$ cat config.mk
export PLATFORM = sky130hd
export DESIGN_NAME = sync_length_frame_deframer_top_flat
export DESIGN_NICKNAME = d
export VERILOG_FILES = /design/src/sv/slfd_pkg.sv /design/src/sv/slfd_ifs.sv /design/src/sv/sync_length_frame_deframer_top.sv /design/src/sv/slfd_csr.sv /design/src/sv/slfd_in_reg.sv /design/src/sv/slfd_core.sv /design/src/flat_wrapper.sv
export SDC_FILE = /design/constraint.sdc
export NUM_CORES = 1
export LEC_CHECK = 0
export BUFFER_PORTS_ARGS = -buffer_cell sky130_fd_sc_hd__buf_4
export CORE_MARGIN = 5
export CORE_UTILIZATION = 65
export CTS_BUF_LIST = sky130_fd_sc_hd__clkbuf_4 sky130_fd_sc_hd__clkbuf_8
export DETAILED_ROUTE_END_ITERATION = 8
export PLACE_DENSITY = 0.83
export SLEW_MARGIN = 40
export SYNTH_ARGS = -nofsm -noshare
export SYNTH_HDL_FRONTEND = slang
export SYNTH_SLANG_ARGS = --single-unit
$ cat constraint.sdc
create_clock -name clock -period 4.15 [get_ports clock]
set_input_delay 0.6225 -clock clock [delete_from_list [all_inputs] [get_ports clock]]
set_output_delay 0.6225 -clock clock [all_outputs]
set_load 0.01 [all_outputs]
$ cat src/sv/slfd_pkg.sv
// slfd_pkg: shared types, constants and the CRC-8 step of the frame deframer.
// No dependencies; every other file of the deframer uses it.

package slfd_pkg;

   localparam int unsigned BYTE_W     = 8;
   localparam int unsigned KIND_W     = 2;
   localparam int unsigned CSR_IDX_W  = 2;

   localparam logic [BYTE_W-1:0] LENGTH_LIMIT = 8'd253;
   localparam logic [BYTE_W-1:0] MIN_LENGTH   = 8'd2;
   localparam logic [BYTE_W-1:0] CRC_POLY     = 8'hD5;

   // register indexes
   localparam logic [CSR_IDX_W-1:0] CSR_SYNC_VALUE   = 2'd0;
   localparam logic [CSR_IDX_W-1:0] CSR_MAX_LENGTH   = 2'd1;
   localparam logic [CSR_IDX_W-1:0] CSR_ACCEPT_FIRST = 2'd2;
   localparam logic [CSR_IDX_W-1:0] CSR_ACCEPT_SECOND = 2'd3;

   // register reset values
   localparam logic [BYTE_W-1:0] RST_SYNC_VALUE    = 8'd200;
   localparam logic [BYTE_W-1:0] RST_MAX_LENGTH    = 8'd62;
   localparam logic [BYTE_W-1:0] RST_ACCEPT_FIRST  = 8'd122;
   localparam logic [BYTE_W-1:0] RST_ACCEPT_SECOND = 8'd124;

   // byte kinds on the result channel
   localparam logic [KIND_W-1:0] KIND_TYPE    = 2'd0;
   localparam logic [KIND_W-1:0] KIND_PAYLOAD = 2'd1;
   localparam logic [KIND_W-1:0] KIND_CRC     = 2'd2;

   typedef struct packed {
      logic [BYTE_W-1:0] sync_value;
      logic [BYTE_W-1:0] max_length;
      logic [BYTE_W-1:0] accept_first;
      logic [BYTE_W-1:0] accept_second;
   } cfg_type;

   typedef struct packed {
      logic              valid;
      logic [BYTE_W-1:0] rx_byte;
   } in_item_type;

   // CRC-8 DVB-S2, MSB first, one byte per call
   function automatic logic [BYTE_W-1:0] crc8_step(input logic [BYTE_W-1:0] crc,
                                                   input logic [BYTE_W-1:0] b);
      logic [BYTE_W-1:0] v;
      v = crc ^ b;
      for (int k = 0; k < BYTE_W; k++) begin
         if (v[BYTE_W-1]) begin
            v = {v[BYTE_W-2:0], 1'b0} ^ CRC_POLY;
         end else begin
            v = {v[BYTE_W-2:0], 1'b0};
         end
      end
      return v;
   endfunction

endpackage

$ cat src/sv/slfd_ifs.sv
// slfd_ifs: valid/ready channel interfaces of the deframer (input, result, csr).
// Depends on slfd_pkg.

interface slfd_req_if;
   logic                       valid;
   logic                       ready;
   logic [slfd_pkg::BYTE_W-1:0] rx_byte;
   modport source (output valid, output rx_byte, input ready);
   modport sink   (input valid, input rx_byte, output ready);
endinterface

interface slfd_rsp_if;
   logic                        valid;
   logic                        ready;
   logic [slfd_pkg::BYTE_W-1:0] data_byte;
   logic [slfd_pkg::KIND_W-1:0] byte_kind;
   logic                        last;
   logic                        crc_good;
   logic                        type_accepted;
   logic [slfd_pkg::BYTE_W-1:0] frame_length;
   modport source (output valid, output data_byte, output byte_kind, output last,
                   output crc_good, output type_accepted, output frame_length,
                   input ready);
   modport sink   (input valid, input data_byte, input byte_kind, input last,
                   input crc_good, input type_accepted, input frame_length,
                   output ready);
endinterface

interface slfd_csr_if;
   logic                           valid;
   logic                           ready;
   logic [slfd_pkg::CSR_IDX_W-1:0] index;
   logic [slfd_pkg::BYTE_W-1:0]    data;
   modport source (output valid, output index, output data, input ready);
   modport sink   (input valid, input index, input data, output ready);
endinterface

$ cat src/sv/sync_length_frame_deframer_top.sv
// Channel   Dir  Payload                                         Item
// req_bus   in   rx_byte                                         one received byte
// rsp_bus   out  data_byte byte_kind last crc_good               one frame body byte
//                type_accepted frame_length
// csr_bus   in   index data                                      one register write
//
// Each byte passes through the input register, then the state/CRC update into the
// result register. One byte per cycle is sustained while the result is not stalled.
// Sync and length bytes produce no result. Synchronous active-high reset puts the
// block back to sync hunting and the registers to their defaults. A stalled result
// holds the input register, and req_bus.ready then drops.
// Depends on slfd_pkg, slfd_ifs, slfd_csr, slfd_in_reg and slfd_core.

module sync_length_frame_deframer_top (
   input  logic       clock,
   input  logic       reset,
   slfd_req_if.sink   req_bus,
   slfd_rsp_if.source rsp_bus,
   slfd_csr_if.sink   csr_bus
);

   slfd_pkg::cfg_type     cfg;
   slfd_pkg::in_item_type item;
   logic                  pop;

   slfd_csr u_csr (
      .clock   (clock),
      .reset   (reset),
      .csr_bus (csr_bus),
      .cfg     (cfg)
   );

   slfd_in_reg u_in_reg (
      .clock   (clock),
      .reset   (reset),
      .req_bus (req_bus),
      .pop     (pop),
      .item    (item)
   );

   slfd_core u_core (
      .clock   (clock),
      .reset   (reset),
      .cfg     (cfg),
      .item    (item),
      .pop     (pop),
      .rsp_bus (rsp_bus)
   );

endmodule

$ cat src/sv/slfd_csr.sv
// slfd_csr: configuration registers of the deframer, written over the csr channel.
// Depends on slfd_pkg and slfd_ifs.

module slfd_csr (
   input  logic              clock,
   input  logic              reset,
   slfd_csr_if.sink          csr_bus,
   output slfd_pkg::cfg_type cfg
);

   slfd_pkg::cfg_type cfg_ff;
   slfd_pkg::cfg_type cfg_in;

   assign csr_bus.ready = 1'b1;

   always_comb begin
      cfg_in = cfg_ff;
      if (csr_bus.valid) begin
         case (csr_bus.index)
            slfd_pkg::CSR_SYNC_VALUE:    cfg_in.sync_value    = csr_bus.data;
            slfd_pkg::CSR_MAX_LENGTH:    cfg_in.max_length    = csr_bus.data;
            slfd_pkg::CSR_ACCEPT_FIRST:  cfg_in.accept_first  = csr_bus.data;
            slfd_pkg::CSR_ACCEPT_SECOND: cfg_in.accept_second = csr_bus.data;
            default:                     cfg_in = cfg_ff;
         endcase
      end
   end

   always_ff @(posedge clock) begin
      if (reset) begin
         cfg_ff.sync_value    <= slfd_pkg::RST_SYNC_VALUE;
         cfg_ff.max_length    <= slfd_pkg::RST_MAX_LENGTH;
         cfg_ff.accept_first  <= slfd_pkg::RST_ACCEPT_FIRST;
         cfg_ff.accept_second <= slfd_pkg::RST_ACCEPT_SECOND;
      end else begin
         cfg_ff <= cfg_in;
      end
   end

   assign cfg = cfg_ff;

endmodule

$ cat src/sv/slfd_in_reg.sv
// slfd_in_reg: input register stage; holds one received byte until the core takes it.
// Depends on slfd_pkg and slfd_ifs.

module slfd_in_reg (
   input  logic                  clock,
   input  logic                  reset,
   slfd_req_if.sink              req_bus,
   input  logic                  pop,
   output slfd_pkg::in_item_type item
);

   logic                        valid_ff;
   logic                        valid_in;
   logic [slfd_pkg::BYTE_W-1:0] byte_ff;
   logic                        take;

   assign req_bus.ready = !valid_ff || pop;
   assign take          = req_bus.valid && req_bus.ready;

   always_comb begin
      valid_in = valid_ff;
      if (take) begin
         valid_in = 1'b1;
      end else if (pop) begin
         valid_in = 1'b0;
      end
   end

   always_ff @(posedge clock) begin
      if (reset) begin
         valid_ff <= 1'b0;
      end else begin
         valid_ff <= valid_in;
      end
   end

   always_ff @(posedge clock) begin
      if (take) begin
         byte_ff <= req_bus.rx_byte;
      end
   end

   assign item.valid   = valid_ff;
   assign item.rx_byte = byte_ff;

endmodule

$ cat src/sv/slfd_core.sv
// slfd_core: sync/length hunting, CRC-8 over the frame body and the result register.
// Depends on slfd_pkg and slfd_ifs.

module slfd_core (
   input  logic                  clock,
   input  logic                  reset,
   input  slfd_pkg::cfg_type     cfg,
   input  slfd_pkg::in_item_type item,
   output logic                  pop,
   slfd_rsp_if.source            rsp_bus
);

   typedef enum logic [1:0] {
      PH_HUNT = 2'd0,
      PH_LEN  = 2'd1,
      PH_TYPE = 2'd2,
      PH_BODY = 2'd3
   } phase_type;

   phase_type                   phase_ff, phase_in;
   logic [slfd_pkg::BYTE_W-1:0] left_ff, left_in;
   logic [slfd_pkg::BYTE_W-1:0] crc_ff, crc_in;
   logic [slfd_pkg::BYTE_W-1:0] type_ff, type_in;
   logic [slfd_pkg::BYTE_W-1:0] length_ff, length_in;

   logic                        out_valid_ff, produce;
   logic [slfd_pkg::BYTE_W-1:0] out_data_ff;
   logic [slfd_pkg::KIND_W-1:0] out_kind_ff, kind_in;
   logic                        out_last_ff, last_in;
   logic                        out_crc_ok_ff, crc_ok_in;
   logic                        out_type_ok_ff, type_ok_in;
   logic [slfd_pkg::BYTE_W-1:0] out_length_ff;

   logic [slfd_pkg::BYTE_W-1:0] b;
   logic [slfd_pkg::BYTE_W-1:0] limit;
   logic [slfd_pkg::BYTE_W-1:0] crc_next;
   logic                        bad_length;

   // an item moves on whenever the result register is free or being drained
   assign pop = item.valid && (!out_valid_ff || rsp_bus.ready);
   assign b   = item.rx_byte;

   assign limit      = (cfg.max_length > slfd_pkg::LENGTH_LIMIT) ?
                       slfd_pkg::LENGTH_LIMIT : cfg.max_length;
   assign bad_length = (b < slfd_pkg::MIN_LENGTH) || (b > limit);
   // type byte starts from zero, which is the running value after a length byte
   assign crc_next   = slfd_pkg::crc8_step((phase_ff == PH_TYPE) ? '0 : crc_ff, b);

   always_comb begin
      phase_in   = phase_ff;
      left_in    = left_ff;
      crc_in     = crc_ff;
      type_in    = type_ff;
      length_in  = length_ff;
      produce    = 1'b0;
      kind_in    = slfd_pkg::KIND_PAYLOAD;
      last_in    = 1'b0;
      crc_ok_in  = 1'b0;
      type_ok_in = 1'b0;
      case (phase_ff)
         PH_LEN: begin
            if (bad_length) begin
               phase_in = PH_HUNT;
            end else begin
               length_in = b;
               left_in   = b;
               crc_in    = '0;
               phase_in  = PH_TYPE;
            end
         end
         PH_TYPE: begin
            type_in  = b;
            crc_in   = crc_next;
            left_in  = left_ff - 8'd1;
            phase_in = PH_BODY;
            produce  = 1'b1;
            kind_in  = slfd_pkg::KIND_TYPE;
         end
         PH_BODY: begin
            produce = 1'b1;
            if (left_ff <= 8'd1) begin
               kind_in    = slfd_pkg::KIND_CRC;
               last_in    = 1'b1;
               crc_ok_in  = (crc_ff == b);
               type_ok_in = (type_ff == cfg.accept_first) ||
                            (type_ff == cfg.accept_second);
               left_in    = '0;
               phase_in   = PH_HUNT;
            end else begin
               crc_in  = crc_next;
               left_in = left_ff - 8'd1;
            end
         end
         default: begin
            if (b == cfg.sync_value) begin
               phase_in = PH_LEN;
            end
         end
      endcase
   end

   always_ff @(posedge clock) begin
      if (reset) begin
         phase_ff     <= PH_HUNT;
         left_ff      <= '0;
         crc_ff       <= '0;
         type_ff      <= '0;
         length_ff    <= '0;
         out_valid_ff <= 1'b0;
      end else begin
         if (pop) begin
            phase_ff       <= phase_in;
            left_ff        <= left_in;
            crc_ff         <= crc_in;
            type_ff        <= type_in;
            length_ff      <= length_in;
            out_valid_ff   <= produce;
            out_data_ff    <= b;
            out_kind_ff    <= kind_in;
            out_last_ff    <= last_in;
            out_crc_ok_ff  <= crc_ok_in;
            out_type_ok_ff <= type_ok_in;
            out_length_ff  <= length_ff;
         end else if (rsp_bus.ready) begin
            out_valid_ff <= 1'b0;
         end
      end
   end

   assign rsp_bus.valid         = out_valid_ff;
   assign rsp_bus.data_byte     = out_data_ff;
   assign rsp_bus.byte_kind     = out_kind_ff;
   assign rsp_bus.last          = out_last_ff;
   assign rsp_bus.crc_good      = out_crc_ok_ff;
   assign rsp_bus.type_accepted = out_type_ok_ff;
   assign rsp_bus.frame_length  = out_length_ff;

endmodule
$ cat src/flat_wrapper.sv
// flat-port wrapper written by rule: the top's interface ports become plain ports
module sync_length_frame_deframer_top_flat 
  (clock, reset, req_bus_valid, req_bus_rx_byte, req_bus_ready, rsp_bus_valid, rsp_bus_data_byte, rsp_bus_byte_kind, rsp_bus_last, rsp_bus_crc_good, rsp_bus_type_accepted, rsp_bus_frame_length, rsp_bus_ready, csr_bus_valid, csr_bus_index, csr_bus_data, csr_bus_ready);
  slfd_req_if req_bus_i ();
  slfd_rsp_if rsp_bus_i ();
  slfd_csr_if csr_bus_i ();
  input  logic clock;
  input  logic reset;
  input wire logic [$bits(req_bus_i.valid)-1:0] req_bus_valid;
  input wire logic [$bits(req_bus_i.rx_byte)-1:0] req_bus_rx_byte;
  output wire logic [$bits(req_bus_i.ready)-1:0] req_bus_ready;
  output wire logic [$bits(rsp_bus_i.valid)-1:0] rsp_bus_valid;
  output wire logic [$bits(rsp_bus_i.data_byte)-1:0] rsp_bus_data_byte;
  output wire logic [$bits(rsp_bus_i.byte_kind)-1:0] rsp_bus_byte_kind;
  output wire logic [$bits(rsp_bus_i.last)-1:0] rsp_bus_last;
  output wire logic [$bits(rsp_bus_i.crc_good)-1:0] rsp_bus_crc_good;
  output wire logic [$bits(rsp_bus_i.type_accepted)-1:0] rsp_bus_type_accepted;
  output wire logic [$bits(rsp_bus_i.frame_length)-1:0] rsp_bus_frame_length;
  input wire logic [$bits(rsp_bus_i.ready)-1:0] rsp_bus_ready;
  input wire logic [$bits(csr_bus_i.valid)-1:0] csr_bus_valid;
  input wire logic [$bits(csr_bus_i.index)-1:0] csr_bus_index;
  input wire logic [$bits(csr_bus_i.data)-1:0] csr_bus_data;
  output wire logic [$bits(csr_bus_i.ready)-1:0] csr_bus_ready;
  assign req_bus_i.valid = req_bus_valid;
  assign req_bus_i.rx_byte = req_bus_rx_byte;
  assign req_bus_ready = req_bus_i.ready;
  assign rsp_bus_valid = rsp_bus_i.valid;
  assign rsp_bus_data_byte = rsp_bus_i.data_byte;
  assign rsp_bus_byte_kind = rsp_bus_i.byte_kind;
  assign rsp_bus_last = rsp_bus_i.last;
  assign rsp_bus_crc_good = rsp_bus_i.crc_good;
  assign rsp_bus_type_accepted = rsp_bus_i.type_accepted;
  assign rsp_bus_frame_length = rsp_bus_i.frame_length;
  assign rsp_bus_i.ready = rsp_bus_ready;
  assign csr_bus_i.valid = csr_bus_valid;
  assign csr_bus_i.index = csr_bus_index;
  assign csr_bus_i.data = csr_bus_data;
  assign csr_bus_ready = csr_bus_i.ready;
  sync_length_frame_deframer_top u_core (.clock(clock), .reset(reset), .req_bus(req_bus_i), .rsp_bus(rsp_bus_i), .csr_bus(csr_bus_i));
endmodule
# Yosys cells after proc, flatten, opt, wreduce, memory -nomap -nowiden
# Index checks and enable logic that the tools add are counted.
# classes
muxes,28
add_sub_neg,1
bitwise_logic,11
order_cmp,4
n_div,0
n_reduce_logical,25
n_shift,0
mul,0
eq_ne,13
# ops
operator,count
$mux 8,14
$pmux 8 s3,2
$not 5->5,8
$eq 8x8->1,4
$reduce_and 2->1,7
$reduce_and 3->1,3
$eq 2x2->1 const B,4
$gt 8x8->1,1
$gt 8x8->1 const B,1
$le 8x1->1 const B,1
$lt 8x2->1 const B,1
$mux 2,4
$sub 8x1->8 const B,1
$xor 8x8->8,1
$mux 1,6
$ne 2x2->1 const B,3
$pmux 2 s3,1
$eq 2x1->1 const B,2
$logic_or 1x1->1,4
$pmux 2 s2,1
$reduce_and 4->1,1
$reduce_bool 2->1,2
$reduce_bool 4->1,1
$reduce_bool 3->1,1
5 further kinds,8
# word_totals
elab_cells,100
register_bits,97
romBits,0
latchBits,0
mem_bits_rw,0
memories,0
out_inout_bits,24
inputBits,23

# Longest topological paths before layout
# Gate-level depths: netlist of the first run.
# depth
ltp_word,21
ltp_mapped,13
depth_no_buf,12

# By module
# A second synthesis of the first run with hierarchy kept.
# unflattened
hier_cells,501
hier_area_um2,5001.0
# by_module_without_submodules
mod,n_inst,area_each_um2,seq_area_each_um2,cells_per_inst
slfd_core,1,3410.8,1331.3,362
slfd_csr,1,1287.5,640.6,125
slfd_in_reg,1,302.8,260.2,14

# Least setup slack after synthesis of the first run
# OpenSTA, ideal clock, no wires.
# synth_timing
path_kind,reg2reg
start,"register u_core.u_csr.cfg_ff, in the netlist u_core.u_csr.cfg[20]"
end,register u_core.u_core.length_ff[4] (netlist bit)
arrival_ps,2496
setup_time_ps,128
path_stages_with_launch,14
path_buffers,1
t_required_ps,4022
period_less_slack_ps,2624
setup_slack_ps,1526
path_cell_list,dfxtp_1 -> inv_1 -> nor4_1 -> nand3_1 -> nand2_1 -> ha_1 -> and4b_1 -> a211oi_1 -> o21ai_0 -> o21ai_0 -> and4_1 -> clkbuf_1 -> mux2i_1 -> nor2_1
# synth_between
elab_chain_len,6
# synth_rtl
item,line,rtl
start: declaration,slfd_csr.sv:11,slfd_pkg::cfg_type cfg_ff;
start signal: assignment,slfd_csr.sv:36,cfg_ff <= cfg_in;
$gt 8x8->1,slfd_core.sv:43,assign limit = (cfg.max_length > slfd_pkg::LENGTH_LIMIT) ?
$mux 8 (*),slfd_core.sv:43,
$gt 8x8->1 (*),slfd_core.sv:45,assign bad_length = (b < slfd_pkg::MIN_LENGTH) || (b > limit);
$logic_or 1x1->1 (*),slfd_core.sv:45,
$not 1->1 (no source line) (*),-,
$reduce_and 3->1 (no source line) (*),-,
end signal: assignment,slfd_core.sv:116,length_ff <= length_in;
end: declaration,slfd_core.sv:24,"logic [slfd_pkg::BYTE_W-1:0] length_ff, length_in;"
# Mark *: on every way between the ends. The rest lies on a longest branch, timed or not.
# A chain may end at the register's enable or synchronous reset.

# Worst setup path in the final report of the first run
# layout_timing
start,"register u_core.u_csr.cfg_ff, in the netlist u_core.u_csr.cfg[20]"
end,register u_core.u_core.crc_ff[6] (netlist bit)
# layout_between
elab_chain_len,6
# layout_rtl
item,line,rtl
$gt 8x8->1,slfd_core.sv:43,
$mux 8 (*),slfd_core.sv:43,
$gt 8x8->1 (*),slfd_core.sv:45,
$logic_or 1x1->1 (*),slfd_core.sv:45,
$ne 2x2->1 (no source line) (*),-,
$reduce_and 4->1 (no source line) (*),-,
end signal: assignment,slfd_core.sv:114,crc_ff <= crc_in;
end: declaration,slfd_core.sv:22,"logic [slfd_pkg::BYTE_W-1:0] crc_ff, crc_in;"
# Marks and branches as above.

==> results of run 1 <==
-- worst reg2reg max path, cell delays in order (launching register included) --
cell       delay, ns
dfxtp_1         0.34
inv_1           0.06
nor4_1          0.38
nand3_1         0.13
nand2_1         0.09
ha_1            0.23
and4b_1         0.21
a211oi_1        0.28
o2111ai_1       0.17
nand2_1         0.44
nand2_2         0.24
or3_1           0.41
o21ai_0         0.18
-- power breakdown --
group	switching [µW]	total (µW)	internal (µW)	leakage, µW
combinational	132	260	129	0.00121
clock	330	609	278	0.0000972
sequential	32.3	1030	1000	0.000820
total	494	1900	1410	0.00212
-- stage by stage --
step / instances / hold WS, ns / power [µW] / setup slack (ns) / utilization [%]
detailed placement: 619 / 0.422 / 1310 / 0.989 / 71.2
global placement: 619 / 0.414 / 1300 / 1.15 / 71.2
floorplan: 500 / 0.408 / 1240 / 1.53 / -
CTS: 635 / 0.422 / 1900 / 0.979 / 73.9
finish: 635 / 0.434 / 1900 / 0.934 / 73.9
global route: 635 / 0.422 / 1970 / 0.612 / 73.9
-- flip-flops by register name, summed over array words and instances, names as in the netlist, 2 cells and up, named ones only --
register / cells
u_core.u_csr.cfg: 32
u_core.u_core.crc_ff: 8
u_core.u_core.left_ff: 8
u_core.u_core.length_ff: 8
u_core.u_core.rsp_bus.data_byte: 8
u_core.u_core.rsp_bus.frame_length: 8
u_core.u_core.type_ff: 8
u_core.u_in_reg.byte_ff: 8
u_core.u_core.rsp_bus.byte_kind: 2
-- routing by layer --
layer | track usage, % | vias to the layer above
met4 | 9.74 | 0
met3 | 2.60 | 19
li1 | - | 1752
met5 | 0 | -
met1 | 29.0 | 1694
met2 | 42.4 | 69
-- logic make-up (layout without fill, tap and decap cells) --
| group | Yosys count | count (layout) | synth area share [%] |
|---|---|---|---|
| AOI/OAI and AO/OA | 63 | 63 | 7.95 |
| xor gates and xnor gates | 69 | 69 | 13.6 |
| adders and majority gates | 14 | 14 | 3.72 |
| buffers and inverters | 42 | 78 | 3.54 |
| DFF | 97 | 97 | 47.4 |
| muxes | 15 | 15 | 3.19 |
| other | 1 | 1 | 0.0797 |
| and+or+nand+nor | 199 | 199 | 20.5 |
-- placed cells by master, fill, tap and decap left out, types with 2 or more instances in the layout --
cell / n
edfxtp_1: 29
a211oi_1: 8
and3_1: 3
nand3_1: 11
buf_4: 48
dfxtp_1: 68
clkbuf_8: 9
mux2i_1: 15
a21oi_1: 29
nor3b_1: 3
nor2b_1: 7
nor3_1: 5
xnor2_1: 33
nor2_1: 43
nand2b_1: 7
nand4_1: 4
inv_1: 14
a211o_1: 3
or3_1: 3
ha_1: 14
a22oi_1: 5
nor4_1: 9
clkinv_4: 2
or2_2: 5
xor2_1: 33
o21ai_0: 13
xnor3_1: 2
nand3b_1: 19
nand2_1: 74
-- path summary, 6_finish.rpt --
kind,endpoint,cells past startpoint,slack (ns),start
worst max-delay path,u_core.u_core.crc_ff[6],12,0.93,u_core.u_csr.cfg[20]
worst min-delay path,u_core.u_in_reg.byte_ff[5],1,0.43,req_bus_rx_byte[5]
worst max register to register,u_core.u_core.crc_ff[6],12,0.93,u_core.u_csr.cfg[20]
worst min register to register,u_core.u_core.rsp_bus.frame_length[5],0,0.44,u_core.u_core.length_ff[5]
-- layout make-up --
type	count	area, µm²
Clock buffer	9	124
Clock inverter	7	70.1
Fill cell	577	1860
Inverter	14	52.6
Multi-Input combinational cell	361	2310
Sequential cell	97	2230
Tap cell	99	124
Timing Repair Buffer	48	360
==> flow_metrics.tcl, run 1 <==
set metrics [dict create \
    async_reset_ff_share_pct 0 \
    report.final.slew_viol_count 0 \
    dp_hpwl_mm 7.07 \
    tns_ns 0 \
    path_common_cell "nand2_1" \
    wl_per_cell_um 16.0 \
    synth-edff-count 29 \
    finalSetupViolCount 0 \
    status "complete, no violations" \
    min_period_ns 3.22 \
    hold_path_class "input port to flip-flop" \
    cp_slowest_cell "nand2_1" \
    critPathCaptureType "flip-flop" \
    clockBufferDepth 2 \
    yosys-top-cells-area "dfxtp_1 29%, edfxtp_1 19%, xnor2_1 6.1%, xor2_1 6.1%, nand2_1 5.9%" \
    yosysWarnings 0 \
    row_count 31 \
    synth-seq-cells 97 \
    slew_headroom_pct 54.2 \
    drt_iter0_drc 135 \
    met1_length_mm 4.46 \
    ys_top_cells_by_count "74 x nand2_1, 68 x dfxtp_1, 44 x nor2_1, 33 x xnor2_1, 33 x xor2_1" \
    top_layer "met4" \
    synth.most_common_cell "nand2_1" \
    synth_flop_cell "dfxtp_1" \
    grt_pass1_wl_mm 16.7 \
    drive_above_1_share_pct 13.2 \
    ir_worst_vdd_mv 0.231 \
    port-buffer-count 45 \
    path_max_fanout 17 \
    cts_setup_buffers 0 \
    finClkSkew_ns 0.00526 \
    ys_types 42 \
    rsz0062_at_grt "no" \
    yosysTopAreaCellShare_pct 28.9 \
    syn_avg_cell_area_um2 9.41 \
    vias 3534 \
    timing.fmax_mhz 311 \
    tightest_slew_ns 0.686 \
    clk_latency_ns 0.36 \
    h-tree-depth 3 \
    clk_pin_slew_ns 0.09 \
    cp.arrival_ns 3.50 \
    yosys.area.top_type "dfxtp_1" \
    slowest_delay_ns 0.44 \
    path_cells "inv_1 > nor4_1 > nand3_1 > nand2_1 > ha_1 > and4b_1 > a211oi_1 > o2111ai_1 > nand2_1 > nand2_2 > or3_1 > o21ai_0" \
    grt_max_degree 71 \
    cts_resized 0 \
    cts_tree "built" \
    final-hold-violation-count 0 \
    crit_required_ns 4.44 \
    fin_nets 568 \
    grt_pass1_vias 3524 \
    syn2layout_area_growth_pct 12.2 \
    cts_made_buffers 9 \
    ant_nets 0 \
    drc_errors 0 \
    cp_top_family "simple AND/OR/NAND/NOR gates" \
    ys_seq_area_share_pct 47.4 \
    final_cell_area_um2 5280 \
    finalCritPeriodShare_pct 77.5 \
    dr.pass1.iters 5 \
    syn_area_um2 4710 \
    wl_met2_mm 5.21 \
    grt_overflow_total 0 \
    start_util_pct 65.9 \
    crit_buf_inv 1 \
    worst_setup_path_start_kind "flip-flop" \
    syn-num-nets 537 \
    dieWidth_um 95.1 \
    grt_usage_pct 23.8 \
    holdBufCountCts 0 \
    dieArea_um2 9040 \
    power_leakage_uw 0.00212 \
    pin_count 47 \
    maxCapViolations 0 \
    antenna_found_initial 0 \
    vias_per_cell 5.57 \
    path_class "flip-flop to flip-flop" \
    met3_length_um 268 \
    core-area_um2 7140 \
    cts_sinks 97 \
    synth_cells 500 \
    drt-total-wl_mm 10.2 \
    fp.dieH_um 95.1 \
    cts-root-buf "clkbuf_8" \
    post_dp_cell_area_um2 5080 \
    gp_congestion 0.840 \
    power.density_nw_per_um2 360 \
    n_antenna_cell 0 \
]
Power figures use the tool's default switching activity.
==> run 2, diff against run 1 <==
Settings changed: CORE_UTILIZATION 65 to 55, PLACE_DENSITY 0.83 to 0.74.
Clock period 4.15 ns to 2.8 ns, I/O delays scaled along.
==> flow_metrics.tcl, run 2 (synthesis gave the netlist of run 1 again) <==
set metrics [dict create \
    layout_commonest_cell "nand2_1" \
    drc_errors 0 \
    cts_sinks 97 \
    dieArea_um2 10500 \
    finalSetupViolCount 0 \
    regToRegEndpoint "u_core.u_core.crc_ff[2]" \
    r2r-start "u_core.u_core.phase_ff[0]" \
    timing.fmax_mhz 382 \
    cp_slowest_cell "xnor3_1" \
    crit_required_ns 3.09 \
    vias_per_cell 5.40 \
    dp_hpwl_mm 7.67 \
    pin_count 47 \
    drive_above_1_share_pct 17.1 \
    maxCapViolations 0 \
    h-tree-depth 3 \
    cts_tree "built" \
    slowest_delay_ns 0.43 \
    report.final.slew_viol_count 0 \
    gp_congestion 0.882 \
    grt_max_degree 71 \
    dieWidth_um 103 \
    wl_per_cell_um 15.8 \
    worst_setup_path_start_kind "flip-flop" \
    path_class "flip-flop to flip-flop" \
    grt_pass1_vias 3599 \
    slew_headroom_pct 54.3 \
    power.density_nw_per_um2 526 \
    holdWs_ns 0.231 \
    tightest_slew_ns 0.682 \
    grt_pass1_wl_mm 17.3 \
    path_cells "inv_1 > ha_1 > buf_4 > nor2_1 > mux2i_1 > xnor2_1 > buf_4 > xnor2_2 > xnor3_1 > or3_1 > a21oi_1" \
    grt_overflow_total 0 \
    start_util_pct 57.0 \
    dr.pass1.iters 4 \
    port-buffer-count 45 \
    drt_iter0_drc 204 \
    min_to "u_core.u_in_reg.byte_ff[6]" \
    finClkSkew_ns 0.0121 \
    holdBufCountCts 0 \
    path_max_fanout 8 \
    numPlacedInstances 644 \
    row_count 33 \
    largest_register_ff_count 32 \
    critPathCaptureType "flip-flop" \
    hold_path_class "input port to flip-flop" \
    layout_common_cells "73 x nand2_1, 68 x dfxtp_1, 66 x buf_4" \
    rsz0062_at_grt "no" \
    vias 3567 \
    ir_worst_vdd_mv 0.329 \
    fp.dieH_um 103 \
    clockBufferDepth 2 \
    core-area_um2 8260 \
    clk_latency_ns 0.36 \
    ant_nets 0 \
    final-hold-violation-count 0 \
    rr_worst_depth 11 \
    n_antenna_cell 0 \
    finalCritPeriodShare_pct 93.4 \
    syn2layout_area_growth_pct 16.1 \
    path_common_cell "buf_4" \
    min_period_ns 2.62 \
    fin_cells 660 \
    cts-root-buf "clkbuf_8" \
    clk_pin_slew_ns 0.09 \
    cts_made_buffers 9 \
    antenna_found_initial 0 \
    power_leakage_uw 0.00222 \
    status "complete, no violations" \
    drt-total-wl_mm 10.4 \
    cp.arrival_ns 2.90 \
    grt_usage_pct 21.3 \
    whs_path_depth 1 \
    tns_ns 0 \
    rrSetupSlack_ns 0.18 \
    fin_nets 587 \
    worstHoldStart "req_bus_rx_byte[6]" \
    cts_setup_buffers 0 \
]
==> run 2: repair_timing <==
action / 4_1_cts / 5_1_grt
endpoints found under the hold margin: 0 / 0
resized for setup: 0 / 4
setup endpoints to repair: 0 / 21
==> run 2: metrics by stage <==
step	setup WS [ns]	power [µW]	utilization, %	instance area (µm²)
detailed placement	0.171	1970	63.5	5240
floorplan	0.176	1840	-	4710
global placement	0.209	1960	63.5	5240
finish	0.184	2870	66.2	5460
global route	0.0197	3010	66.2	5460
CTS	0.109	2890	65.9	5440
==> run 2: cell type report <==
| cell class | instances | area, µm² |
|---|---|---|
| Clock buffer | 11 | 139 |
| Clock inverter | 5 | 63.8 |
| Fill cell | 672 | 2790 |
| Inverter | 14 | 52.6 |
| Multi-Input combinational cell | 361 | 2330 |
| Sequential cell | 97 | 2230 |
| Tap cell | 105 | 131 |
| Timing Repair Buffer | 67 | 515 |
==> run 2: worst max-delay path by stage <==
stage | start | endpoint | slack (ns) | cells after the start
floorplan | u_core.u_csr.cfg[20] | u_core.u_core.length_ff[4] | 0.18 | 13
global placement | u_core.u_csr.cfg[20] | u_core.u_core.crc_ff[5] | 0.21 | 12
detailed placement | u_core.u_csr.cfg[20] | u_core.u_core.crc_ff[3] | 0.17 | 12
CTS | u_core.u_csr.cfg[20] | u_core.u_core.crc_ff[3] | 0.11 | 12
global route | u_core.u_csr.cfg[20] | u_core.u_core.crc_ff[5] | 0.02 | 12
finish | u_core.u_core.phase_ff[0] | u_core.u_core.crc_ff[2] | 0.18 | 11
==> run 2: layer usage <==
| metal | GRT usage, % | part of all wire [%] |
|---|---|---|
| met5 | 0 | 0 |
| met4 | 6.56 | 1.3 |
| met3 | 4.06 | 5.7 |
| met2 | 36.0 | 51 |
| met1 | 27.7 | 42 |
==> run 2: power breakdown <==
part | internal (µW) | switching (µW) | total (µW)
logic | 210 | 217 | 427
clock network | 442 | 492 | 933
registers | 1480 | 32.1 | 1510
total | 2130 | 741 | 2870
==> run 2: critical path: cells and delay by family (launching register included) <==
| family | cells | cell delay [ns] |
|---|---|---|
| flip-flops | 1 | 0.42 |
| AO/OA/AOI/OAI | 1 | 0.14 |
| AND/OR/NAND/NOR | 2 | 0.42 |
| adder cells (fa/ha/maj) | 1 | 0.24 |
| XOR/XNOR | 3 | 0.81 |
| buffers and inverters | 3 | 0.43 |
| multiplexers | 1 | 0.10 |
